===== config.mk =====
export PLATFORM = sky130hd
export DESIGN_NAME = window_debounce_edge_detector_unit
export DESIGN_NICKNAME = d
export VERILOG_FILES = /design/src/rtl/wdbe_pkg.sv /design/src/rtl/wdbe_core.sv /design/src/rtl/window_debounce_edge_detector_unit.sv
export SDC_FILE = /design/constraint.sdc
export NUM_CORES = 1
export LEC_CHECK = 0
export BUFFER_PORTS_ARGS = -buffer_cell sky130_fd_sc_hd__buf_4
export CAP_MARGIN = 0
export CORE_MARGIN = 1.5
export CORE_UTILIZATION = 30
export CTS_CLUSTER_DIAMETER = 60
export CTS_CLUSTER_SIZE = 24
export DETAILED_ROUTE_END_ITERATION = 8
export PLACE_DENSITY_LB_ADDON = 0.08
export SLEW_MARGIN = 20
export SYNTH_ARGS = -nofsm -noshare
export SYNTH_HDL_FRONTEND = slang
export SYNTH_HIERARCHICAL = 1
export SYNTH_SLANG_ARGS = --single-unit

===== constraint.sdc =====
create_clock -name clk_i -period 6.4 [get_ports clk_i]
set_input_delay 0.96 -clock clk_i [delete_from_list [all_inputs] [get_ports clk_i]]
set_output_delay 0.96 -clock clk_i [all_outputs]
set_load 0.02 [all_outputs]

===== src/rtl/wdbe_pkg.sv =====
// shared types and constants for the window debounce edge detector
package wdbe_pkg;

  localparam int unsigned TimeW   = 32;
  localparam int unsigned PeriodW = 16;
  localparam int unsigned WidthW  = 4;
  localparam int unsigned WinW    = 8;
  localparam int unsigned CfgIdxW = 1;
  localparam int unsigned CfgDataW = PeriodW;

  localparam logic [CfgIdxW-1:0] CfgSamplePeriod = 1'd0;
  localparam logic [CfgIdxW-1:0] CfgWindowWidth  = 1'd1;

  localparam logic [PeriodW-1:0] PeriodReset = 16'd10;
  localparam logic [WidthW-1:0]  WidthReset  = 4'd4;

  typedef enum logic [1:0] {
    ST_NONE  = 2'd0,
    ST_TRANS = 2'd1,
    ST_LOW   = 2'd2,
    ST_HIGH  = 2'd3
  } status_e;

  typedef struct packed {
    status_e status;
    logic    changed;
    logic    rising;
    logic    falling;
    logic    stable_level;
  } result_t;

endpackage


===== src/rtl/wdbe_core.sv =====
// sampling window, classification and stable-level state
module wdbe_core import wdbe_pkg::*; (
  input  logic               clk_i,
  input  logic               rst_ni,
  input  logic               adv_i,
  input  logic               raw_level_i,
  input  logic [TimeW-1:0]   now_ms_i,
  input  logic [PeriodW-1:0] period_i,
  input  logic [WidthW-1:0]  width_i,
  output result_t            res_o
);

  logic [TimeW-1:0] last_q, last_d;
  logic [WinW-1:0]  win_q, win_d;
  logic             level_q, level_d;

  logic [TimeW-1:0] elapsed;
  logic             take;
  logic [WinW-1:0]  mask;
  logic [WinW-1:0]  shifted;
  status_e          status;

  // width saturates to 1..8
  always_comb begin
    case (width_i)
      4'd0, 4'd1: mask = 8'h01;
      4'd2:       mask = 8'h03;
      4'd3:       mask = 8'h07;
      4'd4:       mask = 8'h0f;
      4'd5:       mask = 8'h1f;
      4'd6:       mask = 8'h3f;
      4'd7:       mask = 8'h7f;
      default:    mask = 8'hff;
    endcase
  end

  assign elapsed = now_ms_i - last_q;
  assign take    = elapsed >= {{(TimeW-PeriodW){1'b0}}, period_i};
  assign shifted = {win_q[WinW-2:0], raw_level_i} & mask;

  always_comb begin
    last_d  = last_q;
    win_d   = win_q;
    level_d = level_q;
    status  = ST_NONE;
    res_o   = '0;
    if (take) begin
      last_d = now_ms_i;
      win_d  = shifted;
      if (shifted == mask) begin
        status = ST_HIGH;
      end else if (shifted == '0) begin
        status = ST_LOW;
      end else begin
        status = ST_TRANS;
      end
    end
    // only a stable window can move the remembered level
    if ((status == ST_HIGH || status == ST_LOW) && (status[0] != level_q)) begin
      level_d       = status[0];
      res_o.changed = 1'b1;
      res_o.rising  = status[0];
      res_o.falling = ~status[0];
    end
    res_o.status       = status;
    res_o.stable_level = level_d;
  end

  always_ff @(posedge clk_i or negedge rst_ni) begin
    if (!rst_ni) begin
      last_q  <= '0;
      win_q   <= '0;
      level_q <= 1'b0;
    end else if (adv_i) begin
      last_q  <= last_d;
      win_q   <= win_d;
      level_q <= level_d;
    end
  end

endmodule


===== src/rtl/window_debounce_edge_detector_unit.sv =====
// Shift-register debouncer with stable-level edge detection. Each word
// carries a raw pin level and a millisecond timestamp; one result word comes
// out per input word. A word passes an input register, is evaluated
// combinationally against the sample timer, window and remembered level, and
// lands in a result register. One word is taken every cycle while the output
// side keeps up; the limit is the single state update per cycle in the window
// logic. Configuration (sample period, window width) uses a plain write port;
// the user must write it only while the block idles; nothing enforces it.
module window_debounce_edge_detector_unit import wdbe_pkg::*; (
  input  logic                clk_i,
  input  logic                rst_ni,
  input  logic                cfg_we_i,
  input  logic [CfgIdxW-1:0]  cfg_index_i,
  input  logic [CfgDataW-1:0] cfg_data_i,
  input  logic                in_valid_i,
  output logic                in_stall_o,
  input  logic                raw_level_i,
  input  logic [TimeW-1:0]    now_ms_i,
  output logic                out_valid_o,
  input  logic                out_stall_i,
  output logic [1:0]          window_status_o,
  output logic                changed_o,
  output logic                rising_o,
  output logic                falling_o,
  output logic                stable_level_o
);

  logic [PeriodW-1:0] period_q;
  logic [WidthW-1:0]  width_q;

  logic               in_valid_q, in_valid_d;
  logic               in_level_q;
  logic [TimeW-1:0]   in_now_q;
  logic               out_valid_q, out_valid_d;
  result_t            res_q;
  result_t            res;

  logic accept;
  logic adv;

  assign adv        = in_valid_q && (!out_valid_q || !out_stall_i);
  assign in_stall_o = in_valid_q && !adv;
  assign accept     = in_valid_i && !in_stall_o;

  assign in_valid_d  = accept ? 1'b1 : (adv ? 1'b0 : in_valid_q);
  assign out_valid_d = adv ? 1'b1 : (out_valid_q && out_stall_i);

  always_ff @(posedge clk_i or negedge rst_ni) begin
    if (!rst_ni) begin
      period_q    <= PeriodReset;
      width_q     <= WidthReset;
      in_valid_q  <= 1'b0;
      out_valid_q <= 1'b0;
    end else begin
      if (cfg_we_i) begin
        case (cfg_index_i)
          CfgSamplePeriod: period_q <= cfg_data_i;
          CfgWindowWidth:  width_q  <= cfg_data_i[WidthW-1:0];
          default: ;
        endcase
      end
      in_valid_q  <= in_valid_d;
      out_valid_q <= out_valid_d;
    end
  end

  // payload registers
  always_ff @(posedge clk_i) begin
    if (accept) begin
      in_level_q <= raw_level_i;
      in_now_q   <= now_ms_i;
    end
    if (adv) begin
      res_q <= res;
    end
  end

  wdbe_core u_core (
    .clk_i       (clk_i),
    .rst_ni      (rst_ni),
    .adv_i       (adv),
    .raw_level_i (in_level_q),
    .now_ms_i    (in_now_q),
    .period_i    (period_q),
    .width_i     (width_q),
    .res_o       (res)
  );

  assign out_valid_o     = out_valid_q;
  assign window_status_o = res_q.status;
  assign changed_o       = res_q.changed;
  assign rising_o        = res_q.rising;
  assign falling_o       = res_q.falling;
  assign stable_level_o  = res_q.stable_level;

`ifndef SYNTHESIS
  a_change_one_edge: assert property (@(posedge clk_i) disable iff (!rst_ni)
    out_valid_o && changed_o |-> (rising_o != falling_o))
    else $error("change without exactly one edge");

  a_rise_is_high: assert property (@(posedge clk_i) disable iff (!rst_ni)
    out_valid_o && rising_o |-> stable_level_o && window_status_o == ST_HIGH)
    else $error("rising edge without stable high window");

  a_no_sample_no_change: assert property (@(posedge clk_i) disable iff (!rst_ni)
    out_valid_o && (window_status_o == ST_NONE || window_status_o == ST_TRANS)
      |-> !changed_o && !rising_o && !falling_o)
    else $error("edge flagged without stable window");

  a_stall_only_when_full: assert property (@(posedge clk_i) disable iff (!rst_ni)
    in_stall_o |-> in_valid_q && out_valid_o && out_stall_i)
    else $error("input stalled while pipeline can move");

  a_level_held_between: assert property (@(posedge clk_i) disable iff (!rst_ni)
    adv && !res.changed |-> res.stable_level == u_core.level_q)
    else $error("stable level moved without change");
`endif

endmodule


==> results of run 1 <==
layer usage:
layer,GRT usage (%),vias to the layer above,routed length [um]
li1,-,2359,-
met2,24.6,80,7340
met3,2.76,18,532
met4,4.80,0,262
met5,0,-,0
met1,20.6,2290,7600
registers in the layout (all words and copies together), names as in the netlist, 2 cells and up:
register	cells
u_core/last_q	32
in_now_q	32
period_q	16
width_q	4
u_core/win_q	7
window_status_o	2
worst paths after layout:
kind | endpoint | cells past startpoint
worst max-delay path | u_core/last_q[16] | 19
worst min-delay path | u_core/last_q[12] | 1
worst max register to register | u_core/last_q[16] | 19
worst min register to register | u_core/last_q[12] | 1
max in group asynchronous | u_core/last_q[26] | 1
min in group asynchronous | u_core/last_q[3] | 1
synthesized netlist by cell type, types with 3 or more instances:
library cell	n	area [um^2]
inv_1	61	229
dfrtp_1	59	1480
nand2_1	48	180
ha_1	47	588
a21oi_1	44	220
edfxtp_1	39	1170
o21ai_0	38	190
nor2_1	35	131
mux2_1	31	349
nand4_1	15	93.8
a21o_1	11	82.6
mux2_2	11	124
mux2_4	10	150
xnor2_1	10	87.6
clkbuf_1	9	33.8
nand3_1	9	45.0
nor3_1	9	45.0
o21a_1	9	67.6
xor2_1	8	70.1
and2_1	6	37.5
buf_6	6	67.6
nand2b_1	6	37.5
a211oi_1	5	37.5
and3_1	5	31.3
buf_2	5	25.0
o21ai_1	5	25.0
a21boi_0	4	30.0
nor4_1	4	25.0
or3_1	4	25.0
a211o_1	3	26.3
a221o_1	3	30.0
a221oi_1	3	26.3
a31oi_1	3	18.8
dfstp_2	3	78.8
mux2i_1	3	30.0
nand4b_1	3	26.3
nor2b_1	3	18.8
o2111ai_1	3	26.3
o21ai_2	3	26.3
o22ai_1	3	18.8
o31a_1	3	26.3
cell type report:
class	instances	area (um^2)
clock inverter	4	27.5
multi-input combinational	437	3220
tap	275	344
fill	2129	13600
timing repair buffer	64	493
sequential	101	2730
clock buffer	12	268
inverter	61	229
stage by stage:
step	worst slack [ps]	util [%]	hold slack (ps)	total power, mW	instances
after global routing	780	35.0	502	2.38	954
after detailed placement	1140	33.6	472	1.68	938
after global placement	1250	33.6	454	1.67	938
after CTS	1120	35.0	497	2.25	954
final	1150	35.0	491	2.21	954
after floorplan	1980	-	443	1.44	622
report_power, final:
part	switching, mW	total (mW)	leakage (nW)	internal [mW]
Sequential	0.0556	0.820	1.11	0.764
Clock	0.248	0.548	0.145	0.299
Combinational	0.485	0.838	1.93	0.353
Total	0.789	2.21	3.19	1.42
cell families after synthesis:
group                      synth area share (%)
adders and majority gates                  9.59
xor gates and xnor gates                   2.49
buffers and inverters                      6.27
and+or+nand+nor                            12.4
DFF                                        43.0
muxes                                      10.3
AOI/OAI and AO/OA                          16.0
layout by cell type (no fill, tap or decap), types with 5 or more instances in the layout:
cell type / netlist / layout
clkbuf_16: 0 / 10
and2_1: 6 / 6
dfrtp_1: 59 / 59
o21ai_1: 5 / 5
a21o_1: 11 / 11
and3_1: 5 / 5
a211oi_1: 5 / 5
nor3_1: 9 / 9
edfxtp_1: 39 / 39
nor2_1: 35 / 35
nand2b_1: 6 / 6
buf_4: 1 / 63
nand4_1: 15 / 15
xnor2_1: 10 / 10
o21ai_0: 38 / 38
ha_1: 47 / 47
mux2_2: 11 / 11
nand3_1: 9 / 9
o21a_1: 9 / 9
mux2_4: 10 / 10
inv_1: 61 / 61
a21oi_1: 44 / 44
xor2_1: 8 / 8
mux2_1: 31 / 31
nand2_1: 48 / 48
==> impl_metrics.tcl, run 1 <==
set metrics [dict create \
    clockBufferDepth 2 \
    avgSynthCellArea_um2 10.2 \
    rr_startpoint "u_core/last_q[1]" \
    period_needed_ps 5250 \
    clkLatencyLatePin_ps 360 \
    place_area_mm2 0.00701 \
    finalHoldViolations 0 \
    grt_pass1_vias 4818 \
    numCtsBuffers 9 \
    max_freq_mhz 191 \
    worstHoldStart "u_core/last_q[12]" \
    slew_headroom_pct 44.4 \
    synth_cells 622 \
    nets 777 \
    root_buffer "clkbuf_16" \
    vdd_drop_max_mv 0.137 \
    vias 4747 \
    fin_skew_ps 8.20 \
    netlist_area_mm2 0.00634 \
    drtPass1Iterations 4 \
    cp-startpoint "u_core/last_q[1]" \
    antenna_found_initial 0 \
    grt_setup_unrepaired "false" \
    p_leak_nw 3.19 \
    die_area_mm2 0.0220 \
    cts_resized 0 \
    power_density_mw_per_mm2 302 \
    numPortBuffers 62 \
    track_usage_pct 15.2 \
    row_count 53 \
    synth_seq_cells 101 \
    finalInstanceArea_mm2 0.00731 \
    max_stage_delay_ps 530 \
    setup_viol 0 \
    path_max_fanout 33 \
    core_mm2 0.0209 \
    arrival_ps 5480 \
    drv_cap 0 \
    gp_congestion 0.843 \
    synth_fp_nets 725 \
    max_slew.worst_pin.slew_ps 834 \
    vias_per_cell 4.98 \
    clk_pin_slew_worst_paths_ps 70 \
    dp_hpwl_um 12000 \
    path_buf_inv 2 \
    cts_tree "yes" \
    r2r_slack_ps 1150 \
    grt_pass1_wl_um 25900 \
    drt_iter0_drc 249 \
    h-tree-depth 3 \
    pin_count 63 \
    ys_seq_area_share_pct 43.0 \
    drive_gt1_share_pct 16.3 \
    ant_nets 0 \
    wl_um 15700 \
    worstPathCellList "inv_1, ha_1, nor2b_1, o2111ai_1, a211o_1, and2_1, o21a_1, o21ai_0, xor2_1, ha_1, nand4_1, o22ai_1, a221o_1, a2111o_1, a221o_1, nor4b_2, a31o_2, buf_12, mux2_1" \
    start_kind "flop" \
    cts_hold_repair.buffers 0 \
    grt_max_degree 63 \
    antenna_cells 0 \
    post-route-period-util_pct 82.0 \
    critPathTopFamily "compound AO/OA/AOI/OAI gates" \
    area_delta_synth_final_pct 15.2 \
    clock_sinks 101 \
    wl_per_cell_um 16.5 \
    drc_errors 0 \
    worstSetupEndpointType "flop" \
    start_util_pct 30.4 \
    hold_class "reg -> reg" \
    synth_edf_count 39 \
    yosysWarnings 6 \
    final_max_slew_viol_count 0 \
    synth_cell_type_count 65 \
    criticalPathCategory "reg -> reg" \
    cts_setup_buffers 0 \
    die_x_um 148 \
    slowest_stage "a31o_2" \
    required_ps 6630 \
    grt_overflow 0 \
    synth-async-reset-ratio_pct 61.4 \
    finalSetupTns_ps 0 \
    ys.flop_type "dfrtp_1" \
    outcome "completed" \
    die_h_um 148 \
]
No activity file was read; power rests on OpenSTA's default activity.
==> run 2, diff against run 1 <==
==> constraint.sdc (replaced) <==
create_clock -name clk_i -period 5.2 [get_ports clk_i]
set_input_delay 0.78 -clock clk_i [delete_from_list [all_inputs] [get_ports clk_i]]
set_output_delay 0.78 -clock clk_i [all_outputs]
set_load 0.02 [all_outputs]
==> run 2 against run 1 <==
  * Critical path depth is the same
  * Register-to-register slack got worse by 770 ps
  * Largest power group unchanged
  * Critical endpoint is now u_core/last_q[7]
  * Die area unchanged
  * Largest cell class unchanged
==> impl_metrics.tcl, run 2 (same netlist as run 1, synthesis figures left out) <==
set metrics [dict create \
    required_ps 5430 \
    wl_um 15100 \
    grt_overflow 0 \
    max_slew.worst_pin.slew_ps 820 \
    finalInstanceArea_mm2 0.00736 \
    grt_pass1_wl_um 24500 \
    fill_cells 2116 \
    dp_worst_setup_slack_ps 257 \
    period_needed_ps 4810 \
    p_leak_nw 3.22 \
    vdd_drop_max_mv 0.130 \
    area_delta_synth_final_pct 16.1 \
    clk_pin_slew_worst_paths_ps 70 \
    hold_class "reg -> reg" \
    grt_setup_unrepaired "false" \
    power_density_mw_per_mm2 374 \
    slew_headroom_pct 45.4 \
    ant_nets 0 \
    arrival_ps 5050 \
    cts_hold_repair.buffers 0 \
    final_common_cell "buf_4" \
    grt_pass1_vias 4646 \
    switching_share_pct 34.8 \
    drtPass1Iterations 5 \
    dp_hpwl_um 11400 \
    worstPathCellList "inv_1, ha_1, nor2b_2, o2111ai_2, a211o_1, and2_1, o21a_1, o21ai_0, xor2_1, ha_1, nand4_1, o22ai_1, a221o_1, a2111o_1, a221o_1, nor4b_2, a31o_2, buf_12, mux2_1" \
    antenna_found_initial 0 \
    antenna_cells 0 \
    drt_iter0_drc 195 \
    clockBufferDepth 2 \
    clkLatencyLatePin_ps 350 \
    pin_count 63 \
    seqPwrFrac_pct 36.6 \
    drv_cap 0 \
    largestRegisters "in_now_q: 32 flops, u_core/last_q: 32 flops, period_q: 16 flops" \
    max_freq_mhz 208 \
    final_max_slew_viol_count 0 \
    root_buffer "clkbuf_16" \
    core_mm2 0.0209 \
    vias_per_cell 4.96 \
    dp_cells 938 \
    start_kind "flop" \
    grt_max_degree 63 \
    slowest_stage "dfrtp_1" \
    path_buf_inv 2 \
    final_cell_mix "63 x buf_4, 61 x inv_1, 59 x dfrtp_1" \
    path_max_fanout 25 \
    vias 4737 \
    timing.final.ws_setup_ps 385 \
    fin_total_pwr_mw 2.75 \
    wl_per_cell_um 15.8 \
    place_area_mm2 0.00701 \
    setup_viol 0 \
    clock_sinks 101 \
    finalSetupTns_ps 0 \
    cts_setup_buffers 0 \
    switching_power_mw 0.957 \
    drc_errors 0 \
    finalHoldViolations 0 \
    worstSetupEndpointType "flop" \
    numCtsBuffers 9 \
    post-route-period-util_pct 92.6 \
    die_area_mm2 0.0220 \
    whs_ps 489 \
    nets 778 \
    criticalPathCategory "reg -> reg" \
    start_util_pct 30.4 \
    track_usage_pct 14.1 \
    drive_gt1_share_pct 16.9 \
    die_x_um 148 \
    cts_tree "yes" \
    combPwrFrac_pct 37.5 \
    numPortBuffers 62 \
    critPathTopFamily "compound AO/OA/AOI/OAI gates" \
    intPower_mw 1.79 \
    die_h_um 148 \
    fin_skew_ps 7.88 \
    final_cells 955 \
    row_count 53 \
    outcome "completed" \
    max_stage_delay_ps 390 \
    pwr-share-clk_pct 25.9 \
    h-tree-depth 3 \
    gp_congestion 0.845 \
    final_core_util_pct 35.3 \
]
run 2: power groups by stage:
stage | logic, mW | registers [mW] | clock network [mW]
after floorplan | 0.759 | 1.01 | 0
after CTS | 1.03 | 1.01 | 0.748
after detailed placement | 1.03 | 1.02 | 0
after global placement | 1.03 | 1.02 | 0
after global routing | 1.16 | 1.02 | 0.773
final | 1.03 | 1.01 | 0.713
run 2: worst paths after layout:
| kind | endpoint | slack [ps] | start | cells past startpoint |
|---|---|---|---|---|
| setup / recovery | u_core/last_q[7] | 390 | u_core/last_q[1] | 19 |
| hold / removal | u_core/last_q[23] | 490 | u_core/last_q[23] | 1 |
| setup reg to reg | u_core/last_q[7] | 390 | u_core/last_q[1] | 19 |
| hold reg to reg | u_core/last_q[23] | 490 | u_core/last_q[23] | 1 |
| max in group asynchronous | u_core/last_q[28] | 4140 | rst_ni | 1 |
| min in group asynchronous | u_core/last_q[3] | 530 | rst_ni | 1 |
run 2: timing repair:
item	in CTS	in global routing
resized for setup	0	3
endpoints found under the setup margin	0	31
hold endpoints to repair	0	0
run 2: worst register-to-register path, cell delays in order, from the launching register on:
cell	delay, ps
dfrtp_1	390
inv_1	60
ha_1	260
nor2b_2	170
o2111ai_2	170
a211o_1	370
and2_1	190
o21a_1	210
o21ai_0	200
xor2_1	200
ha_1	270
nand4_1	120
o22ai_1	100
a221o_1	260
a2111o_1	300
a221o_1	280
nor4b_2	310
a31o_2	270
buf_12	190
mux2_1	370
run 2: cell type report:
type | instances | area (um^2) | area share (%)
Multi-Input combinational cell | 437 | 3230 | 43.8
Sequential cell | 101 | 2730 | 37.0
Timing Repair Buffer | 65 | 518 | 7.03
Tap cell | 275 | 344 | 4.67
Clock buffer | 12 | 267 | 3.62
Inverter | 61 | 229 | 3.11
Clock inverter | 4 | 52.6 | 0.714
run 2: layer usage:
layer | share of wire, % | vias up | global-route usage [%]
met4 | 1.0 | 0 | 3.56
met1 | 49 | 2284 | 18.9
li1 | - | 2365 | -
met5 | 0 | - | 0
met3 | 3.2 | 12 | 2.58
met2 | 47 | 76 | 23.4
